**config.mk**
```make
export PLATFORM = sky130hd
export DESIGN_NAME = elevator_scan_controller
export DESIGN_NICKNAME = d
export VERILOG_FILES = /design/src/design/esc_pkg.sv /design/src/design/esc_step.sv /design/src/design/elevator_scan_controller.sv
export SDC_FILE = /design/constraint.sdc
export NUM_CORES = 1
export LEC_CHECK = 0
export BUFFER_PORTS_ARGS = -buffer_cell sky130_fd_sc_hd__buf_4
export CAP_MARGIN = 20
export CORE_MARGIN = 5
export CORE_UTILIZATION = 60
export DETAILED_ROUTE_END_ITERATION = 7
export PLACE_DENSITY = 0.88
export SLEW_MARGIN = 30
export SYNTH_ARGS = -nofsm -noshare
export SYNTH_HDL_FRONTEND = slang
export SYNTH_SLANG_ARGS = --single-unit
```
**constraint.sdc**
```tcl
create_clock -name clk -period 6 [get_ports clk]
set_input_delay 0.3 -clock clk [delete_from_list [all_inputs] [get_ports clk]]
set_output_delay 0.3 -clock clk [all_outputs]
set_load 0.005 [all_outputs]
```
**src/design/esc_pkg.sv**
```systemverilog
// shared types and constants for the elevator scan controller
// no dependencies; used by esc_step, the top level and the checker
package esc_pkg;

  localparam int MAX_FLOORS = 16;
  localparam int FLOOR_W    = 4;
  localparam int FIU_W      = 5;
  localparam int TICK_W     = 16;
  localparam int CFG_IDX_W  = 2;
  localparam int CFG_DATA_W = 16;

  typedef enum logic [1:0] {
    OP_TICK      = 2'd0,
    OP_CAR_BTN   = 2'd1,
    OP_HALL_UP   = 2'd2,
    OP_HALL_DOWN = 2'd3
  } op_t;

  typedef enum logic [1:0] {
    DIR_STAND = 2'd0,
    DIR_UP    = 2'd1,
    DIR_DOWN  = 2'd2
  } dir_t;

  typedef enum logic [1:0] {
    DOOR_CLOSED  = 2'd0,
    DOOR_OPENING = 2'd1,
    DOOR_DWELL   = 2'd2,
    DOOR_CLOSING = 2'd3
  } door_t;

  typedef enum logic [CFG_IDX_W-1:0] {
    CFG_FLOORS_IN_USE = 2'd0,
    CFG_MOVE_TICKS    = 2'd1,
    CFG_DOOR_TICKS    = 2'd2,
    CFG_DWELL_TICKS   = 2'd3
  } cfg_idx_t;

  typedef struct packed {
    logic [FIU_W-1:0]  floors_in_use;
    logic [TICK_W-1:0] move_ticks;
    logic [TICK_W-1:0] door_ticks;
    logic [TICK_W-1:0] dwell_ticks;
  } esc_cfg_t;

  typedef struct packed {
    logic [FLOOR_W-1:0]    floor_pos;
    dir_t                  dir;
    logic [TICK_W-1:0]     motor_count;
    door_t                 door_stage;
    logic [TICK_W-1:0]     door_count;
    logic [MAX_FLOORS-1:0] pending;
    logic [MAX_FLOORS-1:0] lamps;
  } esc_state_t;

  // what one result item carries
  typedef struct packed {
    logic [FLOOR_W-1:0]    current_floor;
    logic [1:0]            direction;
    logic                  motor_running;
    logic [1:0]            door_phase;
    logic [MAX_FLOORS-1:0] pending_floors;
    logic [MAX_FLOORS-1:0] car_lamps;
  } esc_result_t;

  function automatic logic [TICK_W-1:0] at_least_one(input logic [TICK_W-1:0] v);
    at_least_one = (v == '0) ? TICK_W'(1) : v;
  endfunction

endpackage

```
**src/design/esc_step.sv**
```systemverilog
// next-state logic for one item: request capture, countdowns, idle decision
// depends on esc_pkg
module esc_step (
  input  esc_pkg::esc_state_t        cur,
  input  esc_pkg::esc_cfg_t          cfg,
  input  logic [1:0]                 operation,
  input  logic [esc_pkg::FLOOR_W-1:0] floor,
  output esc_pkg::esc_state_t        nxt
);

  logic [esc_pkg::FIU_W-1:0]      served;
  logic [esc_pkg::MAX_FLOORS-1:0] here;
  logic [esc_pkg::MAX_FLOORS-1:0] below;
  logic [esc_pkg::MAX_FLOORS-1:0] above;
  logic [esc_pkg::TICK_W-1:0]     door_dec;
  logic [esc_pkg::TICK_W-1:0]     door_min;
  esc_pkg::dir_t                  dir_sel;
  logic                           go_up;
  esc_pkg::op_t                   op;

  assign op       = esc_pkg::op_t'(operation);
  assign served   = (cfg.floors_in_use > esc_pkg::FIU_W'(esc_pkg::MAX_FLOORS))
                    ? esc_pkg::FIU_W'(esc_pkg::MAX_FLOORS) : cfg.floors_in_use;
  assign here     = esc_pkg::MAX_FLOORS'(1) << cur.floor_pos;
  assign below    = cur.pending & (here - esc_pkg::MAX_FLOORS'(1));
  assign above    = cur.pending & ~((here << 1) - esc_pkg::MAX_FLOORS'(1));
  assign door_dec = (cur.door_count != '0) ? cur.door_count - esc_pkg::TICK_W'(1) : '0;
  assign door_min = esc_pkg::at_least_one(cfg.door_ticks);

  // standing: head for the lowest pending floor, which lies above iff nothing is below
  always_comb begin
    if (cur.dir == esc_pkg::DIR_UP || cur.dir == esc_pkg::DIR_DOWN) begin
      dir_sel = cur.dir;
    end else begin
      dir_sel = (below == '0) ? esc_pkg::DIR_UP : esc_pkg::DIR_DOWN;
    end
    if (dir_sel == esc_pkg::DIR_UP) begin
      go_up = (above != '0);
    end else begin
      go_up = (below == '0);
    end
  end

  always_comb begin
    nxt = cur;
    if (op == esc_pkg::OP_TICK) begin
      if (cur.motor_count != '0) begin
        nxt.motor_count = cur.motor_count - esc_pkg::TICK_W'(1);
      end else if (cur.door_stage != esc_pkg::DOOR_CLOSED) begin
        nxt.door_count = door_dec;
        if (door_dec == '0) begin
          unique case (cur.door_stage)
            esc_pkg::DOOR_OPENING: begin
              if (cfg.dwell_ticks == '0) begin
                nxt.door_stage = esc_pkg::DOOR_CLOSING;
                nxt.door_count = door_min;
              end else begin
                nxt.door_stage = esc_pkg::DOOR_DWELL;
                nxt.door_count = cfg.dwell_ticks;
              end
            end
            esc_pkg::DOOR_DWELL: begin
              nxt.door_stage = esc_pkg::DOOR_CLOSING;
              nxt.door_count = door_min;
            end
            default: begin
              nxt.door_stage = esc_pkg::DOOR_CLOSED;
            end
          endcase
        end
      end else if (cur.pending == '0) begin
        nxt.dir = esc_pkg::DIR_STAND;
      end else if ((cur.pending & here) != '0) begin
        nxt.pending    = cur.pending & ~here;
        nxt.lamps      = cur.lamps & ~here;
        nxt.door_stage = esc_pkg::DOOR_OPENING;
        nxt.door_count = door_min;
      end else begin
        nxt.dir         = dir_sel;
        nxt.floor_pos   = go_up ? cur.floor_pos + esc_pkg::FLOOR_W'(1)
                                : cur.floor_pos - esc_pkg::FLOOR_W'(1);
        nxt.motor_count = esc_pkg::at_least_one(cfg.move_ticks);
      end
    end else if ({1'b0, floor} < served) begin
      nxt.pending = cur.pending | (esc_pkg::MAX_FLOORS'(1) << floor);
      if (op == esc_pkg::OP_CAR_BTN) begin
        nxt.lamps = cur.lamps | (esc_pkg::MAX_FLOORS'(1) << floor);
      end
    end
  end

endmodule

```
**src/design/elevator_scan_controller.sv**
```systemverilog
// top level of the elevator scan controller: state registers, config, output skid
// depends on esc_pkg and esc_step
//
// usage
//   input items (in_operation, in_floor) are ticks, car buttons and hall calls;
//   each accepted item (in_valid high, in_stall low) yields exactly one result
//   item with the car state after that item is applied
//   the result is registered and shows on the out_ ports from the output register
//   throughput: one item per cycle while in_stall is low; the car state is
//   updated in the cycle an item is accepted, so the next item sees it straight away
//   the result side has an output register plus one skid register: while the
//   receiver stalls, one more item is still taken; in_stall rises once the
//   skid register is full and falls when the receiver drains it
//   reset (rst_n low, synchronous) empties both result registers, clears all
//   car state and loads the default configuration (16 floors, 12 move ticks,
//   10 door ticks, 20 dwell ticks)
//   cfg_we writes register cfg_index with cfg_wdata, no read-back
module elevator_scan_controller (
  input  logic                             clk,
  input  logic                             rst_n,
  input  logic                             in_valid,
  output logic                             in_stall,
  input  logic [1:0]                       in_operation,
  input  logic [esc_pkg::FLOOR_W-1:0]      in_floor,
  output logic                             out_valid,
  input  logic                             out_stall,
  output logic [esc_pkg::FLOOR_W-1:0]      out_current_floor,
  output logic [1:0]                       out_direction,
  output logic                             out_motor_running,
  output logic [1:0]                       out_door_phase,
  output logic [esc_pkg::MAX_FLOORS-1:0]   out_pending_floors,
  output logic [esc_pkg::MAX_FLOORS-1:0]   out_car_lamps,
  input  logic                             cfg_we,
  input  logic [esc_pkg::CFG_IDX_W-1:0]    cfg_index,
  input  logic [esc_pkg::CFG_DATA_W-1:0]   cfg_wdata
);

  esc_pkg::esc_cfg_t    cfg_r;
  esc_pkg::esc_state_t  state_r;
  esc_pkg::esc_state_t  state_nxt;
  esc_pkg::esc_result_t result;
  esc_pkg::esc_result_t out_r;
  esc_pkg::esc_result_t skid_r;
  logic                 out_valid_r;
  logic                 skid_valid_r;
  logic                 in_take;
  logic                 out_take;

  assign in_stall  = skid_valid_r;
  assign in_take   = in_valid && !skid_valid_r;
  assign out_take  = out_valid_r && !out_stall;
  assign out_valid = out_valid_r;

  // configuration registers; the user must write them only while the block is idle, the block does not enforce it
  always_ff @(posedge clk) begin
    if (!rst_n) begin
      cfg_r.floors_in_use <= esc_pkg::FIU_W'(16);
      cfg_r.move_ticks    <= esc_pkg::TICK_W'(12);
      cfg_r.door_ticks    <= esc_pkg::TICK_W'(10);
      cfg_r.dwell_ticks   <= esc_pkg::TICK_W'(20);
    end else if (cfg_we) begin
      unique case (esc_pkg::cfg_idx_t'(cfg_index))
        esc_pkg::CFG_FLOORS_IN_USE: cfg_r.floors_in_use <= cfg_wdata[esc_pkg::FIU_W-1:0];
        esc_pkg::CFG_MOVE_TICKS:    cfg_r.move_ticks    <= cfg_wdata;
        esc_pkg::CFG_DOOR_TICKS:    cfg_r.door_ticks    <= cfg_wdata;
        esc_pkg::CFG_DWELL_TICKS:   cfg_r.dwell_ticks   <= cfg_wdata;
        default: ;
      endcase
    end
  end

  // all per-item work happens here in a single pass
  esc_step u_step (
    .cur       (state_r),
    .cfg       (cfg_r),
    .operation (in_operation),
    .floor     (in_floor),
    .nxt       (state_nxt)
  );

  assign result.current_floor  = state_nxt.floor_pos;
  assign result.direction      = state_nxt.dir;
  assign result.motor_running  = (state_nxt.motor_count != '0);
  assign result.door_phase     = state_nxt.door_stage;
  assign result.pending_floors = state_nxt.pending;
  assign result.car_lamps      = state_nxt.lamps;

  // car state moves on with every accepted item
  always_ff @(posedge clk) begin
    if (!rst_n) begin
      state_r.floor_pos   <= '0;
      state_r.dir         <= esc_pkg::DIR_STAND;
      state_r.motor_count <= '0;
      state_r.door_stage  <= esc_pkg::DOOR_CLOSED;
      state_r.door_count  <= '0;
      state_r.pending     <= '0;
      state_r.lamps       <= '0;
    end else if (in_take) begin
      state_r <= state_nxt;
    end
  end

  // output register and skid stage; order is kept because the skid entry
  // always goes to the output before any newer item
  always_ff @(posedge clk) begin
    if (!rst_n) begin
      out_valid_r  <= 1'b0;
      skid_valid_r <= 1'b0;
    end else if (skid_valid_r) begin
      if (out_take) begin
        skid_valid_r <= 1'b0;
      end
    end else if (in_take) begin
      if (!out_valid_r || out_take) begin
        out_valid_r <= 1'b1;
      end else begin
        skid_valid_r <= 1'b1;
      end
    end else if (out_take) begin
      out_valid_r <= 1'b0;
    end
  end

  // payload registers, no reset needed
  always_ff @(posedge clk) begin
    if (skid_valid_r) begin
      if (out_take) begin
        out_r <= skid_r;
      end
    end else if (in_take) begin
      if (!out_valid_r || out_take) begin
        out_r <= result;
      end else begin
        skid_r <= result;
      end
    end
  end

  assign out_current_floor  = out_r.current_floor;
  assign out_direction      = out_r.direction;
  assign out_motor_running  = out_r.motor_running;
  assign out_door_phase     = out_r.door_phase;
  assign out_pending_floors = out_r.pending_floors;
  assign out_car_lamps      = out_r.car_lamps;

endmodule

```
# --- Yosys cells after proc, flatten, opt, wreduce, memory -nomap -nowiden ---
# Index checks and enable logic that the tools add are counted.
totals:
  elab_cells: 132
  register_bits: 209
  out_inout_bits: 43
  in_bits: 29
classes:
  n_mux: 40
  n_eq_ne: 12
  add_sub_neg: 6
  reduce_logical: 33
  n_lt_le_gt_ge: 2
  shift: 2
  n_bitwise: 12
op_table:
  columns: ["cell", "count"]
  rows:
  - ["41-bit 2-to-1 mux", 4]
  - ["50-bit 2-to-1 mux", 2]
  - ["16-bit zero test", 6]
  - ["32-bit 2-to-1 mux", 3]
  - ["22-bit 2-to-1 mux", 4]
  - ["16-bit AND", 5]
  - ["16-bit 2-to-1 mux", 5]
  - ["16-bit nonzero test", 5]
  - ["66-bit 2-to-1 mux", 1]
  - ["16-bit by 1-bit subtractor with 16-bit output (second input constant)", 4]
  - ["40-bit 2-to-1 mux", 1]
  - ["18-bit 2-to-1 mux", 2]
  - ["16-bit NOT", 2]
  - ["16-bit bitwise OR", 2]
  - ["16-bit one-hot mux with 2 select lines", 1]
  - ["1-bit by 4-bit << shifter with 16-bit output (first input constant)", 2]
  - ["17-bit 2-to-1 mux", 1]
  - ["2-bit by 1-bit == test with 1-bit output (second input constant)", 5]
  - ["2-bit nonzero test", 5]
  - ["3-bit AND reduction", 3]
  - ["2-bit == test (second input constant)", 4]
  - ["1-bit 2-to-1 mux", 8]
  - ["4-bit 2-to-1 mux", 2]
  - ["2-bit AND reduction", 4]
  - ["15 further kinds", 26]

# --- Depth between registers and ports, before layout ---
# Gate-level depths: netlist of run 1.
depth:
  ltp_word: 20
  depth_mapped: 20
  ltp_nobuf: 17

# --- Cells and area by module ---
# From an unflattened synthesis of run 1, not the netlist that was laid out.
hier_totals:
  hier_cells: 1260
  hier_area_um2: 11388.4
by_module_without_submodules:
  columns: ["mod", "seq_area_each_um2", "area_each_um2", "instances", "cells_each"]
  rows:
  - ["elevator_scan_controller", 5004.8, 7795.0, 1, 687]
  - ["esc_step", 0.0, 3593.4, 1, 573]

# --- Worst setup path after synthesis of run 1 ---
# No wires, ideal clock.
synth_timing:
  kind: "register to register"
  from: "register state_r[71] (netlist name)"
  to: "register out_r, in the netlist out_current_floor[3] (data pin)"
  path_buffers: 4
  stages_incl_launch_ff: 21
  slack_ns: 1.566
  synth_period_minus_slack_ns: 4.434
  t_arrival_ns: 4.146
  setup_time_ns: 0.288
  path_cell_list: "dfxtp_1 -> buf_4 -> clkbuf_1 -> clkbuf_1 -> nor2_1 -> nand2_1 -> ha_1 -> clkbuf_1 -> nor3_1 -> o211ai_1 -> o2111ai_1 -> a2111oi_0 -> a41oi_1 -> nor2_1 -> inv_1 -> ha_1 -> a21o_1 -> a21oi_1 -> a41oi_1 -> o31ai_1 -> a221oi_1"
synth_via:
  elab_chain_cells: 19
  elab_cells_between_ends: 27
  cone_classes: "4 x add/sub; 1 x eq/ne; 1 x shift; 14 x mux; 4 x bitwise; 3 x reduce/logical"
synth_lines:
  columns: ["item", "line_no", "text"]
  rows:
  - ["start: declaration", "elevator_scan_controller.sv:39", "esc_pkg::esc_state_t state_r;"]
  - ["start signal: assignment", "elevator_scan_controller.sv:99", "state_r <= state_nxt;"]
  - ["1-bit by 4-bit << shifter with 16-bit output", "esc_step.sv:24", "assign here = esc_pkg::MAX_FLOORS'(1) << cur.floor_pos;"]
  - ["16-bit by 1-bit subtractor with 16-bit output", "esc_step.sv:25", "assign below = cur.pending & (here - esc_pkg::MAX_FLOORS'(1));"]
  - ["16-bit AND", "esc_step.sv:25", null]
  - ["16-bit zero test", "esc_step.sv:35, esc_step.sv:40", null]
  - ["2-bit 2-to-1 mux", "esc_step.sv:35", "dir_sel = (below == '0) ? esc_pkg::DIR_UP : esc_pkg::DIR_DOWN;"]
  - ["2-bit 2-to-1 mux", "esc_step.sv:32", "if (cur.dir == esc_pkg::DIR_UP || cur.dir == esc_pkg::DIR_DOWN) begin"]
  - ["2-bit by 1-bit == test with 1-bit output", "esc_step.sv:37", "if (dir_sel == esc_pkg::DIR_UP) begin"]
  - ["1-bit 2-to-1 mux", "esc_step.sv:37", null]
  - ["[3 not listed]", null, null]
  - ["22-bit 2-to-1 mux", "esc_step.sv:46", "if (op == esc_pkg::OP_TICK) begin"]
  - ["4-bit 2-to-1 mux", "esc_step.sv:71", "end else if (cur.pending == '0) begin"]
  - ["22-bit 2-to-1 mux", "esc_step.sv:49", "end else if (cur.door_stage != esc_pkg::DOOR_CLOSED) begin"]
  - ["6-bit 2-to-1 mux", "esc_step.sv:47", "if (cur.motor_count != '0) begin"]
  - ["40-bit 2-to-1 mux (*)", "esc_step.sv:46", null]
  - ["41-bit 2-to-1 mux (*)", "elevator_scan_controller.sv:131", "if (!out_valid_r || out_take) begin"]
  - ["41-bit 2-to-1 mux (*)", "elevator_scan_controller.sv:130", "end else if (in_take) begin"]
  - ["41-bit 2-to-1 mux (*)", "elevator_scan_controller.sv:126", "if (skid_valid_r) begin"]
  - ["end signal: assignment", "elevator_scan_controller.sv:128", "out_r <= skid_r;"]
  - ["end signal: assignment", "elevator_scan_controller.sv:132", "out_r <= result;"]
  - ["end: declaration", "elevator_scan_controller.sv:42", "esc_pkg::esc_result_t out_r;"]
# Every way passes the cells marked *; elsewhere a longest branch is shown, timed or not. The select of a mux whose other input is x is not followed.
# A chain may end at the register's enable or synchronous reset.

# --- Worst setup path in the final report of run 1 ---
layout_timing:
  from: "register state_r[69] (netlist name)"
  to: "register out_r, in the netlist out_current_floor[3] (data pin)"
layout_via:
  elab_chain_cells: 19
  elab_cells_between_ends: 27
  cone_classes: "4 x add/sub; 1 x eq/ne; 1 x shift; 14 x mux; 4 x bitwise; 3 x reduce/logical"
layout_lines:
  columns: ["item", "line_no"]
  rows:
  - ["1-bit by 4-bit << shifter with 16-bit output", "esc_step.sv:24"]
  - ["16-bit by 1-bit subtractor with 16-bit output", "esc_step.sv:25"]
  - ["16-bit AND", "esc_step.sv:25"]
  - ["16-bit zero test", "esc_step.sv:35, esc_step.sv:40"]
  - ["2-bit 2-to-1 mux", "esc_step.sv:35"]
  - ["2-bit 2-to-1 mux", "esc_step.sv:32"]
  - ["2-bit by 1-bit == test with 1-bit output", "esc_step.sv:37"]
  - ["1-bit 2-to-1 mux", "esc_step.sv:37"]
  - ["[3 not listed]", null]
  - ["22-bit 2-to-1 mux (*)", "esc_step.sv:46"]
  - ["4-bit 2-to-1 mux (*)", "esc_step.sv:71"]
  - ["22-bit 2-to-1 mux (*)", "esc_step.sv:49"]
  - ["6-bit 2-to-1 mux (*)", "esc_step.sv:47"]
  - ["40-bit 2-to-1 mux (*)", "esc_step.sv:46"]
  - ["41-bit 2-to-1 mux (*)", "elevator_scan_controller.sv:131"]
  - ["41-bit 2-to-1 mux (*)", "elevator_scan_controller.sv:130"]
  - ["41-bit 2-to-1 mux (*)", "elevator_scan_controller.sv:126"]
# Marked as above.

==> results.ini, run 1 <==
[clock_tree]
clk_latency_ns=0.51
cts_resized=0
cts_setup_buffers=0
clkTransAtPathRegs_ns=0.06
clock_tree.buffer_depth=3
cts_sinks=209
cts_hold_buf=0
cts-buffers-inserted=22
cts_tree=yes
htreeDepth=1
cts_root_buffer=clkbuf_16

[worst_setup_path]
cp_data_required_time_ns=6.31
cp_cell_sequence=nor2_1 -> nand2_1 -> ha_1 -> nor2b_1 -> mux2i_1 -> o32ai_1 -> a2111oi_0 -> a41oi_1 -> nor2_1 -> inv_1 -> ha_1 -> a21o_1 -> a21oi_1 -> o21ai_0 -> a221oi_1
slowest_delay_ns=0.53
worst-path-buf-inv=1
crit_family=compound AO/OA/AOI/OAI gates
worstSetupPathType=reg2reg
slowest_stage=nor2_1
cp-start-kind=flip-flop
path_max_fanout=15
arrival_ns=4.97
cp-end-kind=flip-flop

[global_route]
grt_max_degree=77
grt_overflow=0
grt_usage=0.282
grt_pass1_vias=9845
grt_pass1_wl_um=51100
grt_antenna_before_repair=0

[sta]
clock.fmax_ghz=0.215
setup_tns_ns=0
fin_skew_ns=0.0192
setup_viol=0
min_period_ns=4.66
final-hold-violation-count=0
maxSlewViolCount=0
post-route-period-util=0.777
timing.hold.ws_ns=0.0596
fin_ws_ns=1.34
rsz0062_at_grt=no
tightest_slew_ns=0.876
slew_headroom=0.416

[placed_design]
portBuffers=71
gp_congestion=0.998
post-place-ws_ns=1.45
hpwl_um=21900
place_area_mm2=0.0120

[worst_hold_path]
min_path_type=in2reg

[synthesis]
synth_edf_count=82
syn_avg_cell_area_um2=9.06
yosysWarnings=0
synth-main-ff-cell=dfxtp_1
yosys_register_bits=209
yosys.area.top_type=dfxtp_1
ys_types=81
synth_commonest_cells=159 x nand2_1, 127 x dfxtp_1, 115 x a21oi_1
ys_seq_area_frac=0.440
async_reset_ff_frac=0
netlist_area_mm2=0.0114
synth_area_leaders=dfxtp_1 22%, edfxtp_1 22%, nand2_1 5.2%
yosysMostFrequentCell=nand2_1
syn_inst=1256
syn_nets=1297
netlist.area_leader.share=0.224

[route]
vias_per_cell=6.76
wl_um=31700
route.vias.total=10300
drtIter0Drc=1173
wire_per_inst_um=20.8
drt_first_pass_iters=5
drc=0
ant_nets=0

[floorplanning]
fp.dieH_um=148
io_pins=72
num_rows=50
core_mm2=0.0187
die_x_um=148
dieArea_mm2=0.0218
start_util=0.608

[run]
maxCapViolations=0

[finish]
fin_nets=1317
final_cell_area_mm2=0.0127
num_antenna_cells=0
area_growth_pct=11.5
drive_above_1_share=0.149

[run_status]
run_status=completed

[power]
p_leak_nw=4.83
peakVddDrop_v=0.000235
power.density_mw_per_mm2=300
power_w=0.00381

==> metrics by stage <==
step,util,instances
3_3_place_gp,0.640,1486
6_report,0.678,1526
5_1_grt,0.678,1526
4_1_cts,0.678,1526
3_5_place_dp,0.640,1486
2_1_floorplan,-,1256
==> flip-flops by register name, summed over array words and instances, names as in the netlist <==
name	cells
out_valid	1
out_pending_floors	16
out_car_lamps	16
cfg_r	53
out_motor_running	1
out_direction	2
out_current_floor	4
in_stall	1
out_door_phase	2
skid_r	41
state_r	72
==> worst paths after layout <==
check | slack, ns | cells past startpoint | start | endpoint
worst min-delay path | 0.06 | 3 | cfg_wdata[8] | cfg_r[40]$_SDFFE_PN0P_
worst max register to register | 1.34 | 15 | state_r[69]$_SDFFE_PN0P_ | out_current_floor[3]$_DFFE_PP_
worst min register to register | 0.46 | 2 | cfg_r[32]$_SDFFE_PN0P_ | cfg_r[32]$_SDFFE_PN0P_
worst max-delay path | 1.34 | 15 | state_r[69]$_SDFFE_PN0P_ | out_current_floor[3]$_DFFE_PP_
==> where the power goes <==
| group | switching [W] | leakage (nW) | internal (W) | total, W |
|---|---|---|---|---|
| Clock | 0.000570 | 0.342 | 0.000755 | 0.00132 |
| Combinational | 0.000506 | 2.66 | 0.000320 | 0.000826 |
| Sequential | 0.0000835 | 1.83 | 0.00157 | 0.00166 |
| Total | 0.00116 | 4.83 | 0.00265 | 0.00381 |
==> cells by family after synthesis <==
family / synth area share
AND/OR/NAND/NOR: 0.201
adder cells (fa/ha/maj): 0.0139
buffers and inverters: 0.0425
XOR/XNOR: 0.0139
multiplexers: 0.0574
flip-flops: 0.440
AO/OA/AOI/OAI: 0.232
==> area by class of cell <==
cell class	count	area, um2
clock inverter	15	109
tap	234	293
clock buffer	25	593
inverter	29	109
sequential	209	5010
multi-input combinational	927	5920
timing repair buffer	87	653
fill	1419	6020
==> placed cells by master (no fill, tap or decap), types with 8 or more instances in the layout <==
master and count:
nand2_1 159, edfxtp_1 82, dfxtp_1 126, nor2_1 55
a221oi_1 8, mux2_2 41, a21oi_1 114, a31oi_1 13
inv_1 26, nor4_1 17, o21ai_1 14, o22ai_1 10
nand3_1 31, xor2_1 9, or3_1 21, nor2b_1 9
buf_4 87, mux2i_1 18, o21ai_0 58, o211ai_1 10
or4_1 8, a211oi_1 10, ha_1 11, o31ai_1 32
xnor2_1 9, nand2b_1 37, clkinv_1 8, nand4_1 16
clkbuf_16 23, a22oi_1 18, nor3_1 37, o211a_1 32
==> worst register-to-register path, stage by stage (launching register included) <==
cell and delay, ns:
dfxtp_1 0.31, nor2_1 0.53, nand2_1 0.12, ha_1 0.42, nor2b_1 0.27, mux2i_1 0.17, o32ai_1 0.12, a2111oi_0 0.48
a41oi_1 0.32, nor2_1 0.22, inv_1 0.08, ha_1 0.27, a21o_1 0.19, a21oi_1 0.48, o21ai_0 0.18, a221oi_1 0.32
==> routing by layer <==
layer	GRT usage	routed length [um]	vias to the layer above	share of wire
met3	0.0386	2380	81	0.075
met4	0.0965	932	0	0.029
li1	-	-	4762	-
met5	0	0	-	0
met2	0.478	15400	520	0.49
met1	0.373	12900	4946	0.41
No activity file was read; power rests on OpenSTA's default activity.
==> run 2, diff against run 1 <==
clock period = 4.4 ns   (was 6 ns; I/O delays follow)
==> run 2 against run 1 <==
  * Non-clock buffer count grew 27
  * First-iteration DRC count grew 13%
  * Register-to-register slack got worse by 0.96 ns
  * Critical path depth rose by 2
  * Final area up 2.8%
  * Utilization up 1.9 points
  * Sequential power is 36% higher
  * Clock power is 58% higher
  * Cell count rose by 1.8%
  * Largest cell class unchanged
  * Highest routed layer unchanged
==> results.ini, run 2 (synthesis gave the netlist of run 1 again) <==
[run_status]
run_status=completed

[clock_tree]
cts_setup_buffers=0  ; unchanged
clk_latency_ns=0.52  ; about the same
clkTransAtPathRegs_ns=0.06  ; about the same
htreeDepth=1  ; unchanged
cts-buffers-inserted=23  ; +4.5%
cts_sinks=209  ; unchanged
clock_tree.buffer_depth=3  ; unchanged
cts_tree=yes
cts_root_buffer=clkbuf_16

[sta]
tightest_slew_ns=0.840  ; -0.0366 ns
fin_skew_ns=0.0154  ; -0.00382 ns
final-hold-violation-count=0  ; unchanged
setup_viol=0  ; unchanged
clock.fmax_ghz=0.249  ; +16%
setup_tns_ns=0  ; unchanged
slew_headroom=0.439  ; +0.0236
fin_ws_ns=0.383  ; -0.957 ns
post-route-period-util=0.913  ; +0.136
min_period_ns=4.02  ; -0.643 ns
rsz0062_at_grt=no
maxSlewViolCount=0  ; unchanged

[floorplanning]
dieArea_mm2=0.0218  ; unchanged
fp.dieH_um=148  ; unchanged
io_pins=72  ; unchanged
num_rows=50  ; unchanged
die_x_um=148  ; unchanged
start_util=0.608  ; unchanged
core_mm2=0.0187  ; unchanged

[finish]
stdcell_count=1554  ; +1.8%
fillers=1422  ; +0.21%
final_cell_area_mm2=0.0130  ; +2.8%
seq_area_mm2=0.00501  ; about the same
drive_above_1_share=0.161  ; +0.0120
largest_reg_flops=72  ; unchanged
multi_input_area_mm2=0.00592  ; about the same
reg_top3=state_r (72), cfg_r (53), skid_r (41)
layout_common_cells=159 x nand2_1, 126 x dfxtp_1, 113 x a21oi_1
num_antenna_cells=0  ; unchanged
regMostFlops=state_r
fin_nets=1345  ; +2.1%
area_growth_pct=14.7
final_common_cell=nand2_1

[worst_setup_path]
cp-start-kind=flip-flop
arrival_ns=4.28  ; -0.69 ns
cp_data_required_time_ns=4.66  ; -1.65 ns
path_max_fanout=16  ; +1
cp-end-kind=flip-flop
worstSetupPathType=reg2reg

[route]
drtIter0Drc=1325  ; +13%
drc=0  ; unchanged
wl_um=33700  ; +6.4%
route.vias.total=10600  ; +2.7%
drt_first_pass_iters=6  ; +1
ant_nets=0  ; unchanged
vias_per_cell=6.82  ; +0.88%
wire_per_inst_um=21.7  ; +4.5%

[power]
p_leak_nw=5.01  ; +3.7%
peakVddDrop_v=0.000324  ; +38%
power.density_mw_per_mm2=424  ; +41%

[global_route]
grt_antenna_before_repair=0  ; unchanged
grt_pass1_wl_um=53200  ; +4.3%
grt_overflow=0  ; unchanged
grt_max_degree=68  ; -12%
grt_pass1_vias=10000  ; +1.6%
grt_usage=0.296  ; +0.0140

[run]
maxCapViolations=0  ; unchanged

[placed_design]
gp_congestion=1.00  ; +0.26%
hpwl_um=22800  ; +4.1%
placedCellCount=1498  ; +0.81%
portBuffers=71  ; unchanged
place_area_mm2=0.0121  ; +0.75%
post-place-ws_ns=0.311  ; -1.14 ns

[worst_hold_path]
min_path_type=in2reg

==> run 2: cell types whose count changed in the layout (fill, tap and decap cells not counted), moves of 3 or more <==
cell and change:
buf_4 +12, bufinv_16 +3, clkinv_1 -7, dlygate4sd3_1 +15
==> run 2: layer usage <==
metal	track usage	up-vias	wire length [um]
met5	0	-	0
met4	0.115	0	1470
met3	0.0435	137	2840
met2	0.511	609	16400
met1	0.377	5033	13000
li1	-	4812	-
==> run 2: worst max-delay path: stages, from the launching register on <==
cell	delay, ns
dfxtp_1	0.33
buf_4	0.19
nor2_1	0.15
nand2_1	0.07
ha_1	0.30
nor2b_1	0.22
mux2i_1	0.13
o32ai_1	0.12
a2111oi_0	0.53
a41oi_1	0.27
nor2_2	0.18
inv_1	0.07
ha_1	0.27
a21o_1	0.20
a21oi_2	0.31
nor2_1	0.10
a31oi_1	0.21
o211ai_1	0.11
==> run 2: path summary, 6_finish.rpt <==
| path | slack (ns) | cells past startpoint | end | startpoint |
|---|---|---|---|---|
| max | 0.38 | 17 | skid_r[40]$_DFFE_PP_ | state_r[71]$_SDFFE_PN0P_ |
| min reg2reg | 0.47 | 2 | cfg_r[16]$_SDFFE_PN0P_ | cfg_r[16]$_SDFFE_PN0P_ |
| min | 0.009 | 3 | in_stall$_SDFF_PN0_ | in_valid |
| max reg2reg | 0.38 | 17 | skid_r[40]$_DFFE_PP_ | state_r[71]$_SDFFE_PN0P_ |
==> run 2: repair_timing <==
item                                    in CTS  in global routing
endpoints found under the setup margin       0                  2
hold buffers                                15                  0
resized for setup                            0                  1
hold endpoints to repair                    36                  0
==> run 2: layout make-up <==
type / count / share of cell area
clock buffer: 28 / 0.0487
clock inverter: 13 / 0.0140
inverter: 29 / 0.00835
multi-input combinational: 927 / 0.454
sequential: 209 / 0.384
tap: 234 / 0.0224
timing repair buffer: 114 / 0.0685
==> run 2: report_power, final <==
part	total [W]	internal, W	switching, W
logic	0.00120	0.000471	0.000731
clock network	0.00208	0.00127	0.000810
registers	0.00225	0.00215	0.000108
==> run 2: stage by stage <==
step | total power [W] | util | hold slack [ns]
finish | 0.00554 | 0.697 | 0.00916
global route | 0.00574 | 0.697 | 0.0112
CTS | 0.00551 | 0.697 | 0.000409
detailed placement | 0.00345 | 0.645 | 0.459
global placement | 0.00342 | 0.644 | 0.449
floorplan | 0.00307 | - | 0.344
==> run 3, diff against run 2 <==
CELL_PAD_IN_SITES_DETAIL_PLACEMENT = 1   (was unset)
CELL_PAD_IN_SITES_GLOBAL_PLACEMENT = 2   (was unset)
CORE_UTILIZATION = 39   (was 60)
PLACE_DENSITY = 0.9   (was 0.88)
==> run 3 against run 2 <==
  * Largest cell class unchanged
  * Utilization is 24 points lower
  * Power decreased by 1.1%
  * Sequential share of layout area decreased by 0.48 points
==> results.ini, run 3 (synthesis gave the netlist of run 1 again) <==
[route]
wire_per_inst_um=22.4  ; +3.2%
ant_nets=0  ; unchanged
wl_met2_um=18100  ; +10%
drc=0  ; unchanged
wl_met3_um=1980  ; -30%
route.vias.total=10300  ; -2.7%
vias_per_cell=6.03  ; -11%
highest_layer=met4
m1WireLength_um=16900  ; +30%
drtIter0Drc=713  ; -46%
drt_first_pass_iters=5  ; -1
wl_um=38300  ; +13%

[power]
p_comb_frac=0.224  ; +0.007
p_sw_frac=0.309  ; +0.0109
p_sw_w=0.00169  ; +2.5%
p_leak_nw=5.00  ; -0.19%
power.density_mw_per_mm2=414  ; -2.4%
clkPwrFrac=0.363  ; -0.013
peakVddDrop_v=0.000269  ; -17%
internal_power_w=0.00378  ; -2.6%
seqPwrFrac=0.413  ; +0.006

[clock_tree]
cts_setup_buffers=0  ; unchanged
cts_sinks=209  ; unchanged
cts_tree=yes
cts-buffers-inserted=25  ; +8.7%
clkTransAtPathRegs_ns=0.06  ; about the same
htreeDepth=1  ; unchanged
clk_latency_ns=0.52  ; about the same
cts_root_buffer=clkbuf_16
clock_tree.buffer_depth=3  ; unchanged

[finish]
drive_above_1_share=0.160  ; -0.00112
regMostFlops=state_r
layout_common_cells=159 x nand2_1, 126 x dfxtp_1, 113 x a21oi_1
fin_nets=1347  ; +0.15%
final_cell_area_mm2=0.0132  ; +1.3%
stdcell_count=1708  ; +9.9%
final_common_cell=nand2_1
largest_reg_flops=72  ; unchanged
area_growth_pct=16.1
reg_top3=state_r (72), cfg_r (53), skid_r (41)

[global_route]
grt_antenna_before_repair=1  ; +1
grt_usage=0.226  ; -0.0705
grt_overflow=0  ; unchanged
grt_max_degree=68  ; unchanged
grt_pass1_wl_um=60400  ; +13%
grt_pass1_vias=10400  ; +4.1%

[worst_setup_path]
slowest_stage=nor4_4
crit_top_cell=nor4_4
cp_data_required_time_ns=4.68  ; +0.02 ns
cp-start-kind=flip-flop
cp_cell_sequence=inv_1 -> ha_1 -> or3b_1 -> nor4_4 -> nand2_2 -> nor4_4 -> o211ai_2 -> a2111oi_2 -> nand4_1 -> mux2_2
cp-end-kind=flip-flop
arrival_ns=4.36  ; +0.08 ns
path_max_fanout=22  ; +6
slowest_delay_ns=0.60  ; +0.07 ns
worstSetupPathType=reg2reg

[sta]
final-hold-violation-count=0  ; unchanged
fin_skew_ns=0.0122  ; -0.00318 ns
slew_headroom=0.452  ; +0.0129
maxSlewViolCount=0  ; unchanged
tightest_slew_ns=0.819  ; -0.0211 ns
post-route-period-util=0.928  ; +0.0146
min_period_ns=4.08  ; +0.0642 ns
setup_viol=0  ; unchanged
fin_ws_ns=0.318  ; -0.0642 ns
rsz0062_at_grt=no
clock.fmax_ghz=0.245  ; -1.6%

[run_status]
run_status=completed

[placed_design]
place_area_mm2=0.0122  ; +1.5%
gp_congestion=0.927  ; -7.3%
post-place-ws_ns=-0.00504  ; -0.316 ns
placedCellCount=1647  ; +9.9%
hpwl_um=26800  ; +17%
portBuffers=71  ; unchanged

[worst_hold_path]
min_path_type=in2reg

[floorplanning]
die_x_um=181  ; +22%
dieArea_mm2=0.0327  ; +50%
core_mm2=0.0288  ; +54%
fp.dieH_um=181  ; +22%
num_rows=62  ; +24%
io_pins=72  ; unchanged
start_util=0.395  ; -0.213

[run]
maxCapViolations=0  ; unchanged

## run 3: layout make-up
cell class                 instances  area (um2)
antenna                            1        2.50
timing repair buffer             114         896
multi-input combinational        927        5940
tap                              384         480
clock buffer                      34         699
clock inverter                    10        76.3
fill                            3265       15600
sequential                       209        5010
inverter                          29         111
## run 3: critical path: cells and delay by family (launching register included)
kind | cells | cell delay, ns
adder cells (fa/ha/maj) | 1 | 0.35
AND/OR/NAND/NOR | 5 | 2.13
multiplexers | 1 | 0.30
AO/OA/AOI/OAI | 2 | 0.51
buffers and inverters | 1 | 0.12
flip-flops | 1 | 0.40
## run 3: worst paths after layout
path	slack, ns	cells past startpoint	start	end
min reg2reg	0.46	2	cfg_r[32]$_SDFFE_PN0P_	cfg_r[32]$_SDFFE_PN0P_
max reg2reg	0.32	10	state_r[50]$_SDFFE_PN0P_	out_motor_running$_DFFE_PP_
min	0.02	3	in_valid	in_stall$_SDFF_PN0_
max	0.32	10	state_r[50]$_SDFFE_PN0P_	out_motor_running$_DFFE_PP_
## run 3: what timing repair did
action,CTS,global route
gates cloned,0,0
resized for setup,1,4
hold endpoints to repair,50,0
endpoints found under the setup margin,1,3
hold buffers,16,0
## run 3: power by group through the flow
stage	registers [W]	logic (W)	clock network (W)
after floorplan	0.00225	0.000817	0
after detailed placement	0.00230	0.00119	0
final	0.00226	0.00122	0.00199
after global routing	0.00227	0.00134	0.00209
after global placement	0.00229	0.00117	0
after CTS	0.00226	0.00121	0.00203
## run 3: stage by stage
step	hold slack, ns	setup TNS (ns)	utilization	total power, W
floorplan	0.344	0	-	0.00307
global placement	0.446	0	0.425	0.00346
detailed placement	0.456	-0.00504	0.426	0.00349
CTS	0.0158	0	0.458	0.00550
global route	0.0646	0	0.459	0.00570
finish	0.0244	0	0.459	0.00547
## run 3: metal layers
layer  track usage  vias up
li1              -     4806
met1         0.306     5097
met2         0.375      322
met3        0.0269       79
met4        0.0768        0
met5             0        -
